`src/q2e_fifo.sv`:
```
// ----------------------------------------------------------------------------
// q2e_fifo
// Small register queue with push/full and pop/empty sides.
// ----------------------------------------------------------------------------
module q2e_fifo #(
  parameter int WIDTH = 8,
  parameter int DEPTH = 4
) (
  input  logic             clk,
  input  logic             rst,
  input  logic             wr_en,
  input  logic [WIDTH-1:0] wr_data,
  output logic             full,
  input  logic             rd_en,
  output logic [WIDTH-1:0] rd_data,
  output logic             empty
);

  localparam int AW = (DEPTH > 1) ? $clog2(DEPTH) : 1;
  localparam int CW = $clog2(DEPTH + 1);

  logic [WIDTH-1:0] mem [DEPTH];
  logic [AW-1:0]    wr_ptr;
  logic [AW-1:0]    rd_ptr;
  logic [CW-1:0]    count;
  logic             do_wr;
  logic             do_rd;

  assign full    = (count == CW'(DEPTH));
  assign empty   = (count == '0);
  assign do_wr   = wr_en && !full;
  assign do_rd   = rd_en && !empty;
  assign rd_data = mem[rd_ptr];

  // Store the pushed transaction
  always_ff @(posedge clk) begin
    if (do_wr) begin
      mem[wr_ptr] <= wr_data;
    end
  end

  // Advance pointers and track occupancy
  always_ff @(posedge clk) begin
    if (rst) begin
      wr_ptr <= '0;
      rd_ptr <= '0;
      count  <= '0;
    end else begin
      if (do_wr) begin
        wr_ptr <= (wr_ptr == AW'(DEPTH - 1)) ? '0 : wr_ptr + 1'b1;
      end
      if (do_rd) begin
        rd_ptr <= (rd_ptr == AW'(DEPTH - 1)) ? '0 : rd_ptr + 1'b1;
      end
      case ({do_wr, do_rd})
        2'b10:   count <= count + 1'b1;
        2'b01:   count <= count - 1'b1;
        default: count <= count;
      endcase
    end
  end

endmodule

```
`config.mk`:
```
export PLATFORM = sky130hd
export DESIGN_NAME = q2e_fifo
export DESIGN_NICKNAME = d
export VERILOG_FILES = /design/src/q2e_fifo.sv
export SDC_FILE = /design/constraint.sdc
export NUM_CORES = 1
export LEC_CHECK = 0
export BUFFER_PORTS_ARGS = -buffer_cell sky130_fd_sc_hd__buf_2
export CORE_UTILIZATION = 30
export DETAILED_ROUTE_END_ITERATION = 6
export PLACE_DENSITY = 0.58
export SETUP_SLACK_MARGIN = 0.15
export SYNTH_ARGS = -nofsm -noshare
export SYNTH_HDL_FRONTEND = slang
export SYNTH_SLANG_ARGS = --single-unit
```
`constraint.sdc`:
```
create_clock -name clk -period 2.49 [get_ports clk]
set_clock_uncertainty 0.1 [all_clocks]
set_input_delay 0.3735 -clock clk [delete_from_list [all_inputs] [get_ports clk]]
set_output_delay 0.3735 -clock clk [all_outputs]
set_load 0.05 [all_outputs]
```
# [Word level (Yosys, flattened, before mapping)]
# Memory sizes are Yosys's and may differ from the RTL's. A register that Yosys moved wholly into a read port is not among the register bits.
# Index checks and enable logic that the tools add are counted.
[classes] add_sub_neg=4 muxes=7 n_eq_ne=5 n_reduce_logical=6
[op_table] op="$mux 2" n=4
[op_table] op="$eq 2x2->1 const B" n=3
[op_table] op="$pmux 3 s2" n=1
[op_table] op="$add 2x1->2 const B" n=2
[op_table] op="$add 3x1->3 const B" n=1
[op_table] op="$eq 3x3->1 const B" n=1
[op_table] op="$logic_not 3->1" n=1
[op_table] op="$sub 3x1->3 const B" n=1
[op_table] op="$eq 2x1->1 const B" n=1
[op_table] op="$logic_and 1x1->1" n=2
[op_table] op="$logic_not 1->1" n=2
[op_table] op="$mux 1" n=2
[op_table] op="$reduce_bool 2->1" n=1
[word_totals] n_memories=1 ff_bits=7 ramBits=32 output_inout_bits=10
[mem_list] name="mem" words=4 word_bits=8 rd=1 rd_clocked_by_memory_dff=1 wr=1 line="22" rtl="logic [WIDTH-1:0] mem [DEPTH];"

# [Logic depth before layout (Yosys ltp)]
# Gate-level depths: netlist of the first run.
[depth] depth_word=5 mapped_depth=10 mapped_depth_nobuf=9

# [Worst setup path after synthesis of the first run]
# No wires, ideal clock.
[synth_timing] kind="register -> register" from="reg count[2]" to="reg count[2]" path_buffers=1 slack_ns=0.040 stages_incl_launch_ff=11 t_required_ns=2.320 synth_period_minus_slack_ns=2.450 arrival_time_ns=2.280 cell_sequence="dfxtp_1 -> or3b_1 -> buf_6 -> and2_4 -> inv_1 -> ha_1 -> inv_1 -> fa_1 -> xor2_1 -> or3_2 -> a21oi_1"
[synth_via] elab_chain_cells=5
[synth_lines] element="start: declaration" line="25" rtl="logic [CW-1:0] count;"
[synth_lines] element="start signal: assignment" line="56" rtl="2'b10: count <= count + 1'b1;"
[synth_lines] element="start signal: assignment" line="57" rtl="2'b01: count <= count - 1'b1;"
[synth_lines] element="start signal: assignment" line="58" rtl="default: count <= count;"
[synth_lines] element="$eq 3x3->1 / $logic_not 3->1 (equally long branches)" line="29, 30"
[synth_lines] element="$logic_not 1->1, on equally long branches" line="31, 32"
[synth_lines] element="$logic_and 1x1->1, on equally long branches" line="31, 32"
[synth_lines] element="$eq 2x1->1 / $eq 2x2->1 (equally long branches)" line="55" rtl="case ({do_wr, do_rd})"
[synth_lines] element="$pmux 3 s2 / $reduce_bool 2->1 (equally long branches)"
# Several ways; a longest one is shown, not always the timed one.
# A chain may end at the register's enable or synchronous reset.

# [Worst setup path after layout of the first run]
# Same ends and word-level chain as after synthesis.

==> results of run 1 <==
registers in the layout (all words and copies together), names as in the netlist, named ones only:
| name | count |
|---|---|
| wr_ptr | 2 |
| count | 3 |
| mem | 32 |
| rd_ptr | 2 |
area by class of cell:
cell class,instances,area [um^2],share of cell area
clock buffers,5,68.82,0.03435
well taps,70,87.58,0.04372
clock inverters,3,41.29,0.02061
flip-flops and latches,41,1147,0.5728
multi-input cells,43,485.5,0.2423
inverters,8,30.03,0.01499
repair buffers,26,142.6,0.07121
layer usage:
layer  wire length (um)  GRT usage  vias up
li1                   -          -      414
met1               1163     0.1201      433
met2               1349     0.1736       30
met3                134    0.02994        9
met4                 62    0.05192        0
met5                  0          0        -
worst max-delay path: stages (launching register included):
cell and delay (ns):
dfxtp_2 0.36, or3b_4 0.38, and2_4 0.15, inv_2 0.06
ha_4 0.13, inv_2 0.03, fa_2 0.36, xor2_2 0.19
or3_4 0.33, a21oi_2 0.11
worst max path at each step:
stage | slack (ns) | startpoint | endpoint | depth (start not counted)
after floorplan | 0.22 | count[0] | count[2] | 10
final | 0.22 | count[2] | count[2] | 9
after global placement | 0.30 | count[0] | count[2] | 9
after detailed placement | 0.22 | count[0] | count[2] | 9
after CTS | 0.20 | count[0] | count[2] | 9
after global routing | 0.16 | count[2] | count[2] | 9
cell usage in the layout (no fill, tap or decap), types with 2 or more instances in the layout:
cell,count
edfxtp_1,32
buf_2,21
mux4_2,8
inv_1,6
dfxtp_1,6
ha_1,5
clkbuf_8,5
buf_4,5
nor2_1,4
a21oi_1,3
nor3_1,2
inv_2,2
and3_1,2
and3_2,2
nand3_1,2
dfxtp_2,2
logic make-up (layout without fill, tap and decap cells):
family | Yosys count | in the layout | share of synthesized area
AO/OA/AOI/OAI | 8 | 8 | 0.03189
multiplexers | 9 | 9 | 0.1154
buffers and inverters | 12 | 42 | 0.03264
flip-flops | 41 | 41 | 0.6925
AND/OR/NAND/NOR | 17 | 17 | 0.05922
adder cells (fa/ha/maj) | 7 | 7 | 0.05771
XOR/XNOR | 2 | 2 | 0.01063
report_power, final:
part / internal (mW) / switching [mW] / leakage (nW) / total (mW)
Sequential: 0.839 / 0.0634 / 0.369 / 0.902
Combinational: 0.287 / 0.479 / 0.317 / 0.766
Clock: 0.295 / 0.208 / 0.0518 / 0.502
metrics by stage:
stage	hold slack, ns	area (um^2)
5_1_grt	0.1910	2003
6_report	0.2040	2003
2_1_floorplan	0.3634	1669
3_5_place_dp	0.4082	1861
4_1_cts	0.1936	1971
3_3_place_gp	0.3800	1861
repair_timing:
item	CTS	global route
setup buffers	0	2
setup endpoints to repair	0	1
endpoints found under the hold margin	0	0
resized for setup	0	5
==> impl_metrics.toml, run 1 <==
[timing]
hold_viol = 0
period_needed_ns = 2.272
worst_pin_slew_ns = 0.4417
relSlewSlack = 0.7056
tns_ns = 0
fmax_mhz = 440.2
post-route-period-util = 0.9123
setup_viol = 0
rsz0062_at_grt = "no"
setup_ws_ns = 0.2183
maxSlewViolCount = 0

[synth]
synth_warnings = 0
synth.distinct_cells = 27
netlist_top_cells_area = "edfxtp_1 (58%), dfxtp_1 (11%), mux4_2 (11%)"
synth_top_area_frac = 0.5831
synth_area_per_cell_um2 = 17.16
ys_ff_latch = 41
synthFlopType = "edfxtp_1"
synth_cells = 96
synth_seq_area_share = 0.6925
syn_nets = 115
netlist_area_um2 = 1648
yosysMostFrequentCell = "edfxtp_1"
synth-edff-count = 32
ys_async_sr_fraction = 0
yosysTopAreaCell = "edfxtp_1"
ys_top_cells_by_count = "edfxtp_1 (32), dfxtp_1 (9), inv_1 (8), mux4_2 (8), ha_1 (6)"

[placed_design]
port_buffers = 21
hpwl_mm = 1.928
dp.cells = 186
finalWeightedCongestion = 0.6828
dp_slack_ns = 0.2190

[global_routing]
antenna_found_initial = 0
gr-total-overflow = 0
grtUsageTotal = 0.1032
grt_pass1_wl_mm = 4.381
grt_pass1_vias = 952
grt_max_degree = 14

[drt]
wl_per_cell_um = 13.82
vias_per_cell = 4.520
drt-initial-drc-count = 33
drc = 0
drtPass1Iterations = 4
vias = 886
drtAntennaViolNets = 0
wl_mm = 2.709

[die]
core-area_um2 = 5205
die-width_um = 76.12
ioPinCount = 22
fp.dieArea_um2 = 5793
rows = 26
initial_utilization = 0.3166
die_h_um = 76.12

[final_layout]
final_cells = 196
final_layout_size_suffix_gt1_frac = 0.4444
fillers = 503
fin_nets = 144
syn2layout_area_growth_pct = 21.56
utilization = 0.3849
n_antenna_cell = 0

[worst_setup_path]
path_class = "reg2reg"
cp_data_arrival_time_ns = 2.39
r2r_cells = 9
r2r-end = "count[2]"
r2r-start = "count[2]"
rrSetupSlack_ns = 0.22
cp_max_fo = 5
endpoint_kind = "flip-flop"
cp.required_ns = 2.61
crit_path_start_kind = "flip-flop"

[cts]
cts_tree = "yes"
cts_buffers = 5
cts.path.max_buffers = 2
cts_num_sinks = 41
cts.clk_slew.worst_paths_ns = 0.07
cts_max_level = 2
root_buffer = "clkbuf_8"
postCtsHoldBufs = 0
clk_latency_ns = 0.28

[power_and_ir_drop]
cellPowerDensity_nw_per_um2 = 1083
power_mw = 2.170
p_leak_nw = 0.7380
vdd_drop_max_mv = 0.6168

[outcome]
status = "complete, no violations"

[worst_hold_path]
min_to = "mem[1][7]"
hp-start = "wr_data[7]"
hold_path_class = "in2reg"
whs_path_depth = 1

[job]
cap_violations = 0
Power figures use the tool's default switching activity.
==> run 2, diff against run 1 <==
REMOVE_ABC_BUFFERS = 1   (was unset)
==> impl_metrics.toml, run 2 (synthesis results as in run 1) <==
[cts]
cts.path.max_buffers = 2
cts_tree = "yes"
cts_buffers = 5
cts_max_level = 2
root_buffer = "clkbuf_8"
postCtsHoldBufs = 0
cts.clk_slew.worst_paths_ns = 0.08
cts_num_sinks = 41
clk_latency_ns = 0.28

[drt]
wl_met1_mm = 1.173
wl_met2_mm = 1.434
drtPass1Iterations = 4
vias_per_cell = 4.359
drt-initial-drc-count = 41
wl_met3_um = 134
wl_per_cell_um = 13.91
drtAntennaViolNets = 0
drc = 0
vias = 863
topRoutingLayerUsed = "met4"
wl_mm = 2.755

[worst_hold_path]
hp-start = "wr_data[3]"
whs_path_depth = 1
min_to = "mem[1][3]"
hold_path_class = "in2reg"

[worst_setup_path]
crit_path_start_kind = "flip-flop"
r2r-end = "count[2]"
cp.required_ns = 2.60
endpoint_kind = "flip-flop"
path_class = "reg2reg"
r2r_cells = 9
r2r-start = "count[0]"
cp_max_fo = 2
cp_data_arrival_time_ns = 2.44
rrSetupSlack_ns = 0.16

[final_layout]
fin_nets = 146
syn2layout_area_growth_pct = 19.82
biggestRegsByFlops = "mem (32), count (3)"
final_layout_size_suffix_gt1_frac = 0.4297
fillers = 508
final_common_cell = "edfxtp_1"
n_antenna_cell = 0
final_cell_mix = "edfxtp_1 (32), buf_2 (21), inv_1 (8), mux4_2 (8), buf_4 (7)"
seqCellArea_um2 = 1145
largest_reg_flops = 32
multi_input_area_um2 = 467.9
regMostFlops = "mem"

[die]
initial_utilization = 0.3166
die-width_um = 76.12
ioPinCount = 22
fp.dieArea_um2 = 5793
die_h_um = 76.12
core-area_um2 = 5205
rows = 26

[placed_design]
dp_slack_ns = -0.02175
finalWeightedCongestion = 0.7326
port_buffers = 21
hpwl_mm = 1.936

[timing]
setup_viol = 0
tns_ns = 0
post-route-period-util = 0.9347
rsz0062_at_grt = "yes"
fmax_mhz = 429.7
hold_viol = 0
setup_ws_ns = 0.1625
relSlewSlack = 0.7099
maxSlewViolCount = 0
worst_pin_slew_ns = 0.4352
period_needed_ns = 2.327
hold_ws_ns = 0.1997

[global_routing]
gr-total-overflow = 0
grt_pass1_vias = 954
grt_max_degree = 14
grt_pass1_wl_mm = 4.623
grtUsageTotal = 0.1059
antenna_found_initial = 0

[power_and_ir_drop]
p_comb_frac = 0.364
clockPowerShare = 0.200
p_seq_frac = 0.437
vdd_drop_max_mv = 0.6959
p_leak_nw = 0.7403
p_int_mw = 1.312
cellPowerDensity_nw_per_um2 = 1043
p_switching_mw = 0.7486
switching_share = 0.3634

[job]
cap_violations = 0

[outcome]
status = "complete, no violations"
==> run 2: cell count changes in the layout (fill, tap and decap cells not counted), sizes merged <==
cell / before / now
buf: 26 / 28
clkinv: 1 / 3
bufinv: 1 / 0
clkinvlp: 1 / 0
==> run 2: repair_timing <==
action | in CTS | in global routing
pin swaps | 3 | 0
setup endpoints to repair | 1 | 9
buffers inserted | 2 | 0
resized for setup | 4 | 4
==> run 2: power by group through the flow <==
| stage | registers, mW | clock network, mW | logic [mW] |
|---|---|---|---|
| floorplan | 0.904 | 0 | 0.527 |
| global placement | 0.908 | 0 | 0.692 |
| finish | 0.900 | 0.411 | 0.749 |
| detailed placement | 0.915 | 0 | 0.719 |
| global route | 0.918 | 0.452 | 0.803 |
| CTS | 0.900 | 0.424 | 0.749 |
==> run 2: worst max path at each step <==
| stage | endpoint | cells after the start | start | slack (ns) |
|---|---|---|---|---|
| finish | count[2] | 9 | count[0] | 0.16 |
| global placement | count[2] | 9 | count[1] | 0.16 |
| global route | count[2] | 9 | count[0] | 0.13 |
| CTS | count[2] | 9 | count[0] | 0.17 |
| detailed placement | count[2] | 9 | count[1] | -0.02 |
| floorplan | count[2] | 9 | count[2] | 0.05 |
==> run 2: cell type report <==
class / count / share of cell area
Sequential cell: 41 / 0.5798
Inverter: 8 / 0.01521
Timing Repair Buffer: 28 / 0.07985
Multi-Input combinational cell: 43 / 0.2370
Clock buffer: 5 / 0.03485
Tap cell: 70 / 0.04436
Clock inverter: 3 / 0.008872
==> run 2: worst max-delay path, stage by stage, from the launching register on <==
cell and delay, ns:
dfxtp_2 0.33, or3b_4 0.39, and2_4 0.17, inv_1 0.06, ha_2 0.18, inv_1 0.05, fa_2 0.34, xor2_1 0.16
or3_4 0.34, a21oi_2 0.12
==> run 2: metrics by stage <==
stage	instance area (um^2)	power, mW	cells	utilization
2_1_floorplan	1624	1.431	92	-
3_3_place_gp	1854	1.600	188	0.3563
3_5_place_dp	1854	1.635	188	0.3563
4_1_cts	1968	2.073	198	0.3781
5_1_grt	1974	2.173	198	0.3793
6_report	1974	2.060	198	0.3793
==> run 2: layer usage <==
layer / up-vias / track usage
met5: - / 0
met4: 0 / 0.04038
met3: 2 / 0.03353
met2: 20 / 0.1855
met1: 421 / 0.1202
li1: 420 / -
==> run 3, diff against run 2 <==
BUFFER_PORTS_ARGS = unset   (was -buffer_cell sky130_fd_sc_hd__buf_2)
DONT_BUFFER_PORTS = 1   (was unset)
PLACE_DENSITY = 0.54   (was 0.58)
==> impl_metrics.toml, run 3 (synthesis results as in run 1) <==
[final_layout]
largest_reg_flops = 32
biggestRegsByFlops = "mem (32), count (3)"
syn2layout_area_growth_pct = 16.02
fin_nets = 127
regMostFlops = "mem"
final_cell_area_um2 = 1912
n_antenna_cell = 0
final_layout_size_suffix_gt1_frac = 0.3486
final_cell_mix = "edfxtp_1 (32), buf_4 (9), mux4_2 (8)"
final_common_cell = "edfxtp_1"

[drt]
drtAntennaViolNets = 0
vias = 836
vias_per_cell = 4.670
wl_per_cell_um = 15.81
drtPass1Iterations = 4
wl_mm = 2.830
drt-initial-drc-count = 39
drc = 0

[worst_setup_path]
crit_path_start_kind = "flip-flop"
critPathSlowestCell = "or3b_4"
r2r_cells = 9
crit_top_cell = "inv_2"
endpoint_kind = "flip-flop"
path_class = "reg2reg"
critical_path.cell_chain = "or3b_4 -> and2_4 -> inv_2 -> ha_2 -> inv_2 -> fa_2 -> xor2_1 -> or3_4 -> a21oi_2"
cp.required_ns = 2.61
critPathMaxStageDelay_ns = 0.39
cp_max_fo = 2
cp_data_arrival_time_ns = 2.40

[outcome]
status = "complete, no violations"

[die]
initial_utilization = 0.3166
die_h_um = 76.12
ioPinCount = 22
fp.dieArea_um2 = 5793
die-width_um = 76.12
rows = 26
core-area_um2 = 5205

[placed_design]
dpl-instance-area_um2 = 1769
port_buffers = 0
finalWeightedCongestion = 0.6817
hpwl_mm = 1.942

[power_and_ir_drop]
p_leak_nw = 0.6739
cellPowerDensity_nw_per_um2 = 1123
vdd_drop_max_mv = 0.5690

[timing]
post-route-period-util = 0.9144
tns_ns = 0
setup_viol = 0
fmax_mhz = 439.2
hold_viol = 0
maxSlewViolCount = 0
hold_ws_ns = 0.02948
worst_pin_slew_ns = 0.4449
relSlewSlack = 0.7034
period_needed_ns = 2.277
rsz0062_at_grt = "no"

[cts]
cts.clk_slew.worst_paths_ns = 0.08
cts_tree = "yes"
cts.path.max_buffers = 2
cts_num_sinks = 41
postCtsHoldBufs = 0
root_buffer = "clkbuf_8"
cts_buffers = 5
clk_latency_ns = 0.29
cts_max_level = 2

[global_routing]
grt.met3_usage = 0.03713
grt_pass1_vias = 933
grt_max_degree = 14
grt_busiest_layer = "met2"
met1_usage = 0.1073
grtUsageTotal = 0.1065
grt_pass1_wl_mm = 4.471
antenna_found_initial = 0
gr-total-overflow = 0
use_met2 = 0.1945

[worst_hold_path]
whs_path_depth = 1
hold_path_class = "in2reg"

[job]
cap_violations = 0
## run 3: cell count changes in the layout (fill, tap and decap cells not counted)
| cell | delta |
|---|---|
| inv_2 | +2 |
| clkinv_2 | -1 |
| dfxtp_2 | -1 |
| clkinvlp_4 | +1 |
| clkinv_4 | -1 |
| inv_1 | -2 |
| buf_4 | +2 |
| dfxtp_1 | +1 |
| nor3_1 | -1 |
| buf_2 | -21 |
| bufinv_16 | +1 |
| nor3_2 | +1 |
## run 3: routing by layer
layer  up-vias  share of wire
li1        384              -
met1       426           0.41
met2        20           0.53
met3         6          0.054
met4         0         0.0092
met5         -              0
## run 3: worst paths after layout
check                    to  slack [ns]      start
setup / recovery   count[2]        0.21   count[1]
setup reg to reg   count[2]        0.21   count[1]
hold reg to reg   flip-flop        0.42  rd_ptr[0]
hold / removal     count[2]        0.03        rst
## run 3: power breakdown
group	switching (mW)	internal (mW)	total [mW]
Combinational	0.477	0.268	0.745
Sequential	0.0488	0.835	0.883
Clock	0.224	0.295	0.518
## run 3: through the flow
stage	utilization	cells	setup WS [ns]	power (mW)
after floorplan	-	92	0.04870	1.431
after global placement	0.3399	169	0.1478	1.581
after detailed placement	0.3399	169	0.02125	1.609
after CTS	0.3651	178	0.2422	2.152
after global routing	0.3673	179	0.1467	2.247
final	0.3673	179	0.2131	2.146
## run 3: timing repair
action,CTS,global route
setup buffers,1,1
pin swaps,3,3
setup endpoints to repair,1,1
gates resized for setup,5,4
## run 3: final cells by class
cell class | instances | area (um^2)
Multi-Input combinational cell | 43 | 473.0
Fill cell | 512 | 3293
Inverter | 8 | 30.03
Tap cell | 70 | 87.58
Timing Repair Buffer | 9 | 67.56
Sequential cell | 41 | 1144
Clock buffer | 5 | 68.82
Clock inverter | 3 | 41.29
## run 3: worst max-delay path: cells and delay by family (launching register included)
family          cells  cell delay, ns
buf+inv             2            0.09
compound gates      1            0.14
xor+xnor            1            0.16
fa+ha+maj           2            0.53
simple gates        3            0.87
flops               1            0.33
